$ cat src/sv/mkfc_pkg.sv
package mkfc_pkg;

    // Kinds of beat on the command port.
    typedef logic [1:0] t_mode;
    localparam t_mode MODE_BUS_READ  = 2'd0;
    localparam t_mode MODE_BUS_WRITE = 2'd1;
    localparam t_mode MODE_KEY       = 2'd2;
    localparam t_mode MODE_TICK      = 2'd3;

    localparam int ADDR_W = 32;
    localparam int DATA_W = 32;
    localparam int KEY_W  = 8;

    typedef logic [ADDR_W-1:0] t_addr;
    typedef logic [DATA_W-1:0] t_data;
    typedef logic [KEY_W-1:0]  t_key;

    // Fixed device addresses that do not move with the parameters.
    localparam t_addr CONSOLE_ADDR = 32'hFFF0_0000;
    localparam t_addr CONTROL_ADDR = 32'hFFF0_0004;

    // Requests from the decoder to the key FIFO.
    typedef struct packed {
        logic push;
        logic pop;
    } t_fifo_ctl;

    // Status from the key FIFO back to the decoder.
    typedef struct packed {
        logic has_data;
        logic full;
    } t_fifo_sts;

endpackage

$ cat src/sv/mmio_keyboard_fifo_console_device.sv
// Memory-mapped keyboard, timer, console and control device. A beat is
// offered by raising start with i_mode and its payload; it is taken at any
// rising edge where start is high and busy is low, and busy is never raised,
// so one beat can be taken in every cycle. Every beat gives exactly one
// result, shown on the o_ ports with o_valid high for one cycle in the
// cycle after the beat was taken. The receiver cannot stall, so results must
// be captured when o_valid is high. A popped key comes from the key FIFO
// memory, whose read data is registered. Reads at the data address pop one
// byte, sign-extended, or return zero when nothing is waiting; the status
// address returns one while bytes are waiting; the timer address reads and
// loads the tick counter. A write to the console address emits its low
// byte, and a write of zero to the control address raises o_halt_request.
// Keys that arrive while the FIFO holds FIFO_DEPTH-1 bytes are dropped.
// Unknown addresses read as zero and ignore writes.
module mmio_keyboard_fifo_console_device
    import mkfc_pkg::*;
#(
    parameter int          FIFO_DEPTH         = 256,
    parameter logic [31:0] TIMER_ADDRESS      = 32'hFFF0_0008,
    parameter logic [31:0] KEY_DATA_ADDRESS   = 32'hFFF0_000C,
    parameter logic [31:0] KEY_STATUS_ADDRESS = 32'hFFF0_0010
) (
    input  logic  i_clk,
    input  logic  i_rst_n,
    input  logic  start,
    output logic  busy,
    input  t_mode i_mode,
    input  t_addr i_address,
    input  t_data i_write_data,
    input  t_key  i_key_byte,
    output logic  o_valid,
    output t_data o_read_data,
    output logic  o_console_valid,
    output t_key  o_console_byte,
    output logic  o_halt_request
);

    logic      accept;
    t_fifo_ctl fifo_ctl;
    t_fifo_sts fifo_sts;
    t_key      fifo_q;

    logic      is_read;
    logic      is_write;
    logic      rd_timer;
    logic      rd_data;
    logic      rd_status;
    logic      wr_timer;
    logic      wr_console;
    logic      wr_control;

    t_data     r_tick;
    t_data     n_tick;
    logic      r_valid;
    logic      r_pop;
    t_data     r_word;
    t_data     n_word;
    logic      r_console_valid;
    t_key      r_console_byte;
    logic      r_halt;

    // Nothing ever holds the port off; every cycle can take a beat.
    assign busy   = 1'b0;
    assign accept = start && !busy;

    // Address decode. The priority follows the register map: on a read the
    // timer wins over the key data and then the key status; on a write the
    // timer wins over the console and then the control register.
    assign is_read    = accept && (i_mode == MODE_BUS_READ);
    assign is_write   = accept && (i_mode == MODE_BUS_WRITE);
    assign rd_timer   = is_read && (i_address == TIMER_ADDRESS);
    assign rd_data    = is_read && !rd_timer && (i_address == KEY_DATA_ADDRESS);
    assign rd_status  = is_read && !rd_timer && !rd_data
                        && (i_address == KEY_STATUS_ADDRESS);
    assign wr_timer   = is_write && (i_address == TIMER_ADDRESS);
    assign wr_console = is_write && !wr_timer && (i_address == CONSOLE_ADDR);
    assign wr_control = is_write && !wr_timer && !wr_console
                        && (i_address == CONTROL_ADDR);

    assign fifo_ctl.push = accept && (i_mode == MODE_KEY);
    assign fifo_ctl.pop  = rd_data;

    mkfc_fifo #(
        .FIFO_DEPTH (FIFO_DEPTH)
    ) u_fifo (
        .i_clk   (i_clk),
        .i_rst_n (i_rst_n),
        .i_ctl   (fifo_ctl),
        .i_key   (i_key_byte),
        .o_sts   (fifo_sts),
        .o_q     (fifo_q)
    );

    // The tick counter wraps naturally at the top of its range.
    always_comb begin
        n_tick = r_tick;
        if (wr_timer) begin
            n_tick = i_write_data;
        end else if (accept && (i_mode == MODE_TICK)) begin
            n_tick = r_tick + 1'b1;
        end
    end

    // Read word for everything except a key pop, whose byte comes instead from
    // the registered read data of the FIFO memory.
    always_comb begin
        n_word = '0;
        if (rd_timer) begin
            n_word = r_tick;
        end else if (rd_status) begin
            n_word = {{(DATA_W-1){1'b0}}, fifo_sts.has_data};
        end
    end

    always_ff @(posedge i_clk) begin
        if (!i_rst_n) begin
            r_tick          <= '0;
            r_valid         <= 1'b0;
            r_pop           <= 1'b0;
            r_console_valid <= 1'b0;
            r_halt          <= 1'b0;
        end else begin
            r_tick          <= n_tick;
            r_valid         <= accept;
            r_pop           <= rd_data && fifo_sts.has_data;
            r_console_valid <= wr_console;
            r_halt          <= wr_control && (i_write_data == '0);
        end
    end

    always_ff @(posedge i_clk) begin
        r_word         <= n_word;
        r_console_byte <= wr_console ? i_write_data[KEY_W-1:0] : '0;
    end

    assign o_valid         = r_valid;
    assign o_read_data     = r_pop ? {{(DATA_W-KEY_W){fifo_q[KEY_W-1]}}, fifo_q}
                                   : r_word;
    assign o_console_valid = r_console_valid;
    assign o_console_byte  = r_console_byte;
    assign o_halt_request  = r_halt;

    a_result_follows: assert property (@(posedge i_clk) disable iff (!i_rst_n)
        accept |=> o_valid)
        else $error("a taken beat gave no result");

    a_no_spurious: assert property (@(posedge i_clk) disable iff (!i_rst_n)
        !accept |=> !o_valid)
        else $error("a result appeared without a taken beat");

    a_console_in_result: assert property (@(posedge i_clk) disable iff (!i_rst_n)
        (o_console_valid || o_halt_request || r_pop) |-> o_valid)
        else $error("a side effect was reported outside a result");

    a_console_quiet: assert property (@(posedge i_clk) disable iff (!i_rst_n)
        !o_console_valid |-> (o_console_byte == '0))
        else $error("console byte is not zero without a console write");

endmodule

$ cat src/sv/mkfc_fifo.sv
module mkfc_fifo
    import mkfc_pkg::*;
#(
    parameter int FIFO_DEPTH = 256
) (
    input  logic      i_clk,
    input  logic      i_rst_n,
    input  t_fifo_ctl i_ctl,
    input  t_key      i_key,
    output t_fifo_sts o_sts,
    output t_key      o_q
);

    localparam int PTR_W = (FIFO_DEPTH > 1) ? $clog2(FIFO_DEPTH) : 1;
    localparam logic [PTR_W-1:0] LAST_IDX = PTR_W'(FIFO_DEPTH - 1);

    t_key             mem [FIFO_DEPTH];
    logic [PTR_W-1:0] r_wr_ptr;
    logic [PTR_W-1:0] r_rd_ptr;
    logic [PTR_W-1:0] n_wr_ptr;
    logic [PTR_W-1:0] n_rd_ptr;
    logic [PTR_W-1:0] wr_next;
    logic [PTR_W-1:0] rd_next;
    t_key             r_q;
    logic             do_push;
    logic             do_pop;

    assign wr_next = (r_wr_ptr == LAST_IDX) ? '0 : r_wr_ptr + 1'b1;
    assign rd_next = (r_rd_ptr == LAST_IDX) ? '0 : r_rd_ptr + 1'b1;

    // One slot is always left free, so full is seen one step ahead.
    assign o_sts.has_data = (r_wr_ptr != r_rd_ptr);
    assign o_sts.full     = (wr_next == r_rd_ptr);

    assign do_push = i_ctl.push && !o_sts.full;
    assign do_pop  = i_ctl.pop && o_sts.has_data;

    always_comb begin
        n_wr_ptr = do_push ? wr_next : r_wr_ptr;
        n_rd_ptr = do_pop  ? rd_next : r_rd_ptr;
    end

    always_ff @(posedge i_clk) begin
        if (!i_rst_n) begin
            r_wr_ptr <= '0;
            r_rd_ptr <= '0;
        end else begin
            r_wr_ptr <= n_wr_ptr;
            r_rd_ptr <= n_rd_ptr;
        end
    end

    // The oldest byte is read every cycle; the caller keeps it only on a pop.
    always_ff @(posedge i_clk) begin
        if (do_push) begin
            mem[r_wr_ptr] <= i_key;
        end
        r_q <= mem[r_rd_ptr];
    end

    assign o_q = r_q;

    a_wr_in_range: assert property (@(posedge i_clk) disable iff (!i_rst_n)
        r_wr_ptr <= LAST_IDX)
        else $error("write pointer beyond the FIFO depth");

    a_rd_in_range: assert property (@(posedge i_clk) disable iff (!i_rst_n)
        r_rd_ptr <= LAST_IDX)
        else $error("read pointer beyond the FIFO depth");

    a_no_push_full: assert property (@(posedge i_clk) disable iff (!i_rst_n)
        (o_sts.full && !i_ctl.pop) |=> $stable(r_wr_ptr))
        else $error("write pointer moved while the FIFO was full");

    a_no_pop_empty: assert property (@(posedge i_clk) disable iff (!i_rst_n)
        !o_sts.has_data |=> $stable(r_rd_ptr))
        else $error("read pointer moved while the FIFO was empty");

endmodule

$ cat config.mk
export PLATFORM = sky130hd
export DESIGN_NAME = mmio_keyboard_fifo_console_device
export DESIGN_NICKNAME = d
export VERILOG_FILES = /design/src/sv/mkfc_pkg.sv /design/src/sv/mmio_keyboard_fifo_console_device.sv /design/src/sv/mkfc_fifo.sv
export SDC_FILE = /design/constraint.sdc
export NUM_CORES = 2
export LEC_CHECK = 0
export BUFFER_PORTS_ARGS = -buffer_cell sky130_fd_sc_hd__buf_2
export CAP_MARGIN = 20
export CORE_MARGIN = 2
export CORE_UTILIZATION = 30
export CTS_BUF_LIST = sky130_fd_sc_hd__clkbuf_4 sky130_fd_sc_hd__clkbuf_8
export DETAILED_ROUTE_END_ITERATION = 6
export SYNTH_ARGS = -nofsm -noshare
export SYNTH_HDL_FRONTEND = slang
export SYNTH_SLANG_ARGS = --single-unit
$ cat constraint.sdc
create_clock -name i_clk -period 3.3 [get_ports i_clk]
set_input_delay 0.165 -clock i_clk [delete_from_list [all_inputs] [get_ports i_clk]]
set_output_delay 0.165 -clock i_clk [all_outputs]
set_load 0.01 [all_outputs]
==> impl_table.tex <==
\begin{tabular}{lr}
\hline
Metric & Value \\
\hline
\multicolumn{2}{l}{\textbf{Status}} \\
Run status & finished, violations left \\
Violated checks & setup timing \\
\multicolumn{2}{l}{\textbf{Layout}} \\
Final std cell area, no fill & $\sim$0.10 mm2 \\
Syn-to-layout area delta & 19.36\% \\
Multi-input logic area & 0.02000 mm2 \\
Sequential cell area in the final layout & 0.06353 mm2 \\
Layout cells sized above 1 & 33.41\% \\
Final-layout fill cell count & 25860 \\
Non-filler cells, final & 9096 \\
Finished Core Util & 35.93\% \\
Fin nets & 5177 \\
\multicolumn{2}{l}{\textbf{Logic synthesis}} \\
Number of warnings reported in the yosys synthesis log & 0 \\
Area share of the leading cell type in the synthesized netlist & 72.50\% \\
Fraction of synthesis flops using an asynchronous set or reset pin & 0\% \\
Number of different library cells in the post-synthesis netlist & 90 \\
Number of synthesized register bits & around 2100 \\
Post-Syn Instances & approximately 4300 \\
Dominant register cell in the synthesized netlist & edfxtp\_1 \\
Dominant cell by count in the synthesized netlist & edfxtp\_1 \\
Post-synth EDFFs & slightly above 2000 \\
Leading cell types by count after synthesis & edfxtp\_1 (2048), mux4\_2 (507), nor2\_1 (313) \\
Top cells by area, synth & edfxtp\_1 (73\%), mux4\_2 (13\%), dfxtp\_1 (2.4\%) \\
Leading area contributor after synthesis & edfxtp\_1 \\
Post-Synthesis Cell Area & about 0.085 mm2 \\
Sequential element share of the synthesized area & between 70\% and 80\% \\
Per-instance average area after synthesis & 19.65 um2 \\
Syn nets & 4400 \\
\multicolumn{2}{l}{\textbf{Power and ir drop}} \\
P per Cell Area & $\sim$530 mW/mm2 \\
Combinational Power Share & 1.5\% \\
Switch Pwr & 11.05 mW \\
Internal portion of total power & around 42 mW \\
Leakage component of the power & 31.43 nW \\
Share of total power in the clock network & 42.6\% \\
Total Power & 53.39 mW \\
Register share of total power & 55.9\% \\
Worst vdd ir & 0.0003909 V \\
Switching Fraction & 20.70\% \\
\multicolumn{2}{l}{\textbf{Worst setup path}} \\
Register-to-register path setup slack & -60 ps \\
Delay of the slowest cell on the worst path & 540 ps \\
Worst setup path category & reg -> reg \\
Worst-path cell chain & buf\_12 -> buf\_12 -> buf\_4 -> mux4\_2 -> mux4\_2 -> nand2\_1 -> nand3\_1 -> o211ai\_1 -> buf\_4 -> nand3\_1 \\
Critical path's slowest cell & mux4\_2 \\
WP data required & 4190 ps \\
Largest fanout on the critical path & 19 \\
Reg-to-reg endpoint & u\_fifo.o\_q[6] \\
Type of origin of the critical path & flip-flop \\
Launch instance of the worst register-to-register path & u\_fifo.r\_rd\_ptr[0] \\
Arrival time of the worst setup path & 4250 ps \\
Kind of end point of the critical path & flip-flop \\
Worst r2r path cells & 10 \\
\multicolumn{2}{l}{\textbf{STA}} \\
Clock tree skew after final layout & 120.0 ps \\
Max-slew violation count & 0 \\
Final Cycle Share & 101.9\% \\
Slew at the pin closest to its max-slew limit & 978.2 ps \\
Remaining max-slew budget at the tightest pin & 34.78\% \\
Worst hold-check slack & slightly above 70 ps \\
Setup violators final & 1 \\
Maximum achievable frequency & 297.3 MHz \\
RSZ-0062 raised after global routing & yes \\
Fin worst setup slack & -64.15 ps \\
Number of hold violations in the final report & 0 \\
Min Clock Period, post-route & 3364 ps \\
\multicolumn{2}{l}{\textbf{CTS}} \\
Clock sink count & between 2000 and 2500 \\
Clock root buffer & clkbuf\_8 \\
Maximum buffer depth of the clock tree & 4 \\
CTS HTree Levels & 5 \\
CTS tree & built \\
CTS Buf Count & 362 \\
Clock-pin slew of the registers on the worst-case setup and hold paths & $\sim$60 ps \\
Clk\_lat worst skew & 1060 ps \\
\multicolumn{2}{l}{\textbf{Min path}} \\
Cells on Worst Hold Path & 7 \\
Endpoint of the worst hold path & r\_tick[10] \\
Start point of the worst min-delay path & i\_address[9] \\
Kind of path behind the tightest hold check & in -> reg \\
\multicolumn{2}{l}{\textbf{Global routing}} \\
Maximum number of pins on one net before global-route repair & 131 \\
GR Overflow Total & 0 \\
Number of antenna violations at the first check in global routing & 12 \\
First-pass GRT wire length & 338.7 mm \\
Via count of the first global-routing pass & 46950 \\
Overall routing resource usage & 16.15\% \\
\multicolumn{2}{l}{\textbf{Floorplanning}} \\
Die Span Y & 535.7 um \\
Die Span X & 535.7 um \\
Core Footprint & around 0.28 mm2 \\
Floorplan row count & just under 200 \\
Initial standard-cell utilization of the core & 30.10\% \\
Die area & around 0.29 mm2 \\
Io pins & 121 \\
\multicolumn{2}{l}{\textbf{Placed design}} \\
Placer's final routability congestion estimate & about 0.89 \\
Count of input and output buffers & roughly 120 \\
Half-perimeter wire length of the detailed placement result & 148.9 mm \\
Total placed cells including tap cells & 8356 \\
Post-detailed-placement cell area & $\sim$0.093 mm2 \\
\multicolumn{2}{l}{\textbf{Detailed routing}} \\
Overall via count from detail\_route & 46600 \\
Post-DR vias/cell & 5.123 \\
First-pass detailed-route iteration total & 7 \\
Iteration-0 DRC Markers & 5290 \\
Total Routed Length & 236.9 mm \\
Wire length per cell after detailed routing & 26.05 um \\
Count of nets left with antenna violations after detail routing & 0 \\
DRC violations left & 0 \\
\multicolumn{2}{l}{\textbf{Flow run}} \\
Number of violations of the max-capacitance limit & 0 \\
\hline
\end{tabular}
## critical path, delay by kind of cell, from the launching register on
kind,cells,cell delay [ps]
buffers and inverters,4,740
muxes,2,1070
DFF,1,430
and+or+nand+nor,3,530
AOI/OAI and AO/OA,1,390
## layer usage
layer | track usage (%) | vias to the layer above | wire [um]
met5 | 0 | - | 39
met4 | 5.132 | 6 | 6835
met3 | 3.316 | 429 | 20520
met2 | 25.97 | 2418 | 112100
met1 | 21.90 | 24470 | 97430
li1 | - | 19280 | -
## through the flow
step	setup slack (ps)	TNS [ps]
floorplan	256.5	0
global placement	-237.3	-6533
global route	-129.9	-5734
detailed placement	-209.7	-8525
CTS	2.234	0
finish	-64.15	-64.15
## power groups by stage
stage | Clock, mW | Sequential (mW) | Combinational (mW)
after global routing | 24.3 | 29.8 | 0.845
after detailed placement | 0 | 30.4 | 0.718
after floorplan | 0 | 30.4 | 0.0884
after global placement | 0 | 30.4 | 0.693
after CTS | 23.2 | 29.9 | 0.784
final | 22.8 | 29.9 | 0.785
## worst max-delay path by stage
stage,depth (start not counted),endpoint,slack (ps),start
final,10,u_fifo.o_q[6],-60,u_fifo.r_rd_ptr[0]
after global placement,10,u_fifo.o_q[3],-240,u_fifo.r_rd_ptr[2]
after floorplan,11,u_fifo.mem[222][0],260,u_fifo.r_wr_ptr[1]
after detailed placement,10,u_fifo.o_q[3],-210,u_fifo.r_rd_ptr[2]
after CTS,10,u_fifo.mem[216][3],2,u_fifo.r_wr_ptr[0]
after global routing,10,u_fifo.mem[12][2],-130,u_fifo.r_wr_ptr[0]
## sequential cells by signal (all words and copies together) (netlist names)
signal           cells
o_halt_request       1
u_fifo.mem        2048
u_fifo.r_wr_ptr      8
o_console_valid      1
o_valid              1
u_fifo.o_q           8
u_fifo.r_rd_ptr      8
r_tick              32
r_pop                1
o_console_byte       8
r_word              32
## cells by family after synthesis
| logic type | share of synthesized area, % |
|---|---|
| flops | 74.86 |
| compound gates | 3.412 |
| other cells | 0.004421 |
| buf+inv | 2.025 |
| fa+ha+maj | 0.08850 |
| mux | 15.28 |
| simple gates | 4.092 |
| xor+xnor | 0.2331 |
## layout make-up
cell class | instances | share of cell area (%)
Sequential cell | 2148 | 62.75
Multi-Input combinational cell | 1858 | 19.76
Timing Repair Buffer | 680 | 6.011
Clock buffer | 469 | 5.764
Tap cell | 3743 | 4.626
Clock inverter | 149 | 0.9170
Inverter | 44 | 0.1693
Antenna cell | 5 | 0.01236
## placed cells by master, fill, tap and decap left out, types with 9 or more instances in the layout
| cell | synthesis | final |
|---|---|---|
| nand4_1 | 21 | 21 |
| clkbuf_8 | 0 | 378 |
| nor3_1 | 20 | 19 |
| nor2_1 | 313 | 200 |
| clkinv_2 | 0 | 46 |
| mux4_2 | 507 | 507 |
| o21ai_1 | 14 | 15 |
| a21oi_1 | 110 | 110 |
| xnor2_1 | 17 | 17 |
| and2_1 | 54 | 54 |
| nand3_1 | 35 | 34 |
| buf_12 | 1 | 72 |
| nor2_2 | 0 | 110 |
| or3_1 | 23 | 23 |
| and3_1 | 28 | 26 |
| nor2b_1 | 18 | 15 |
| buf_2 | 93 | 111 |
| inv_1 | 43 | 42 |
| o211ai_1 | 9 | 9 |
| nand3_2 | 13 | 14 |
| nor4_1 | 16 | 15 |
| a31oi_1 | 14 | 13 |
| dlygate4sd3_1 | 0 | 114 |
| a211oi_1 | 13 | 13 |
| o221ai_1 | 18 | 18 |
| clkbuf_4 | 1 | 99 |
| edfxtp_1 | 2048 | 2048 |
| mux2i_1 | 143 | 143 |
| nand2_1 | 159 | 158 |
| o22ai_1 | 16 | 16 |
| mux2_2 | 10 | 10 |
| o21ai_0 | 84 | 81 |
| o21a_1 | 18 | 18 |
| dfxtp_1 | 100 | 89 |
| buf_4 | 25 | 370 |
| a221oi_1 | 42 | 42 |
| a22oi_1 | 24 | 24 |
| clkinv_1 | 0 | 87 |
| bufinv_16 | 0 | 11 |
## repair_timing
action	4_1_cts	5_1_grt
setup buffers	2	1
endpoints found under the setup margin	186	1252
gates resized for setup	31	116
pin swaps	0	1
hold endpoints to repair	918	0
gates cloned	0	0
hold buffers	114	0
(Power assumes the default switching activity.)
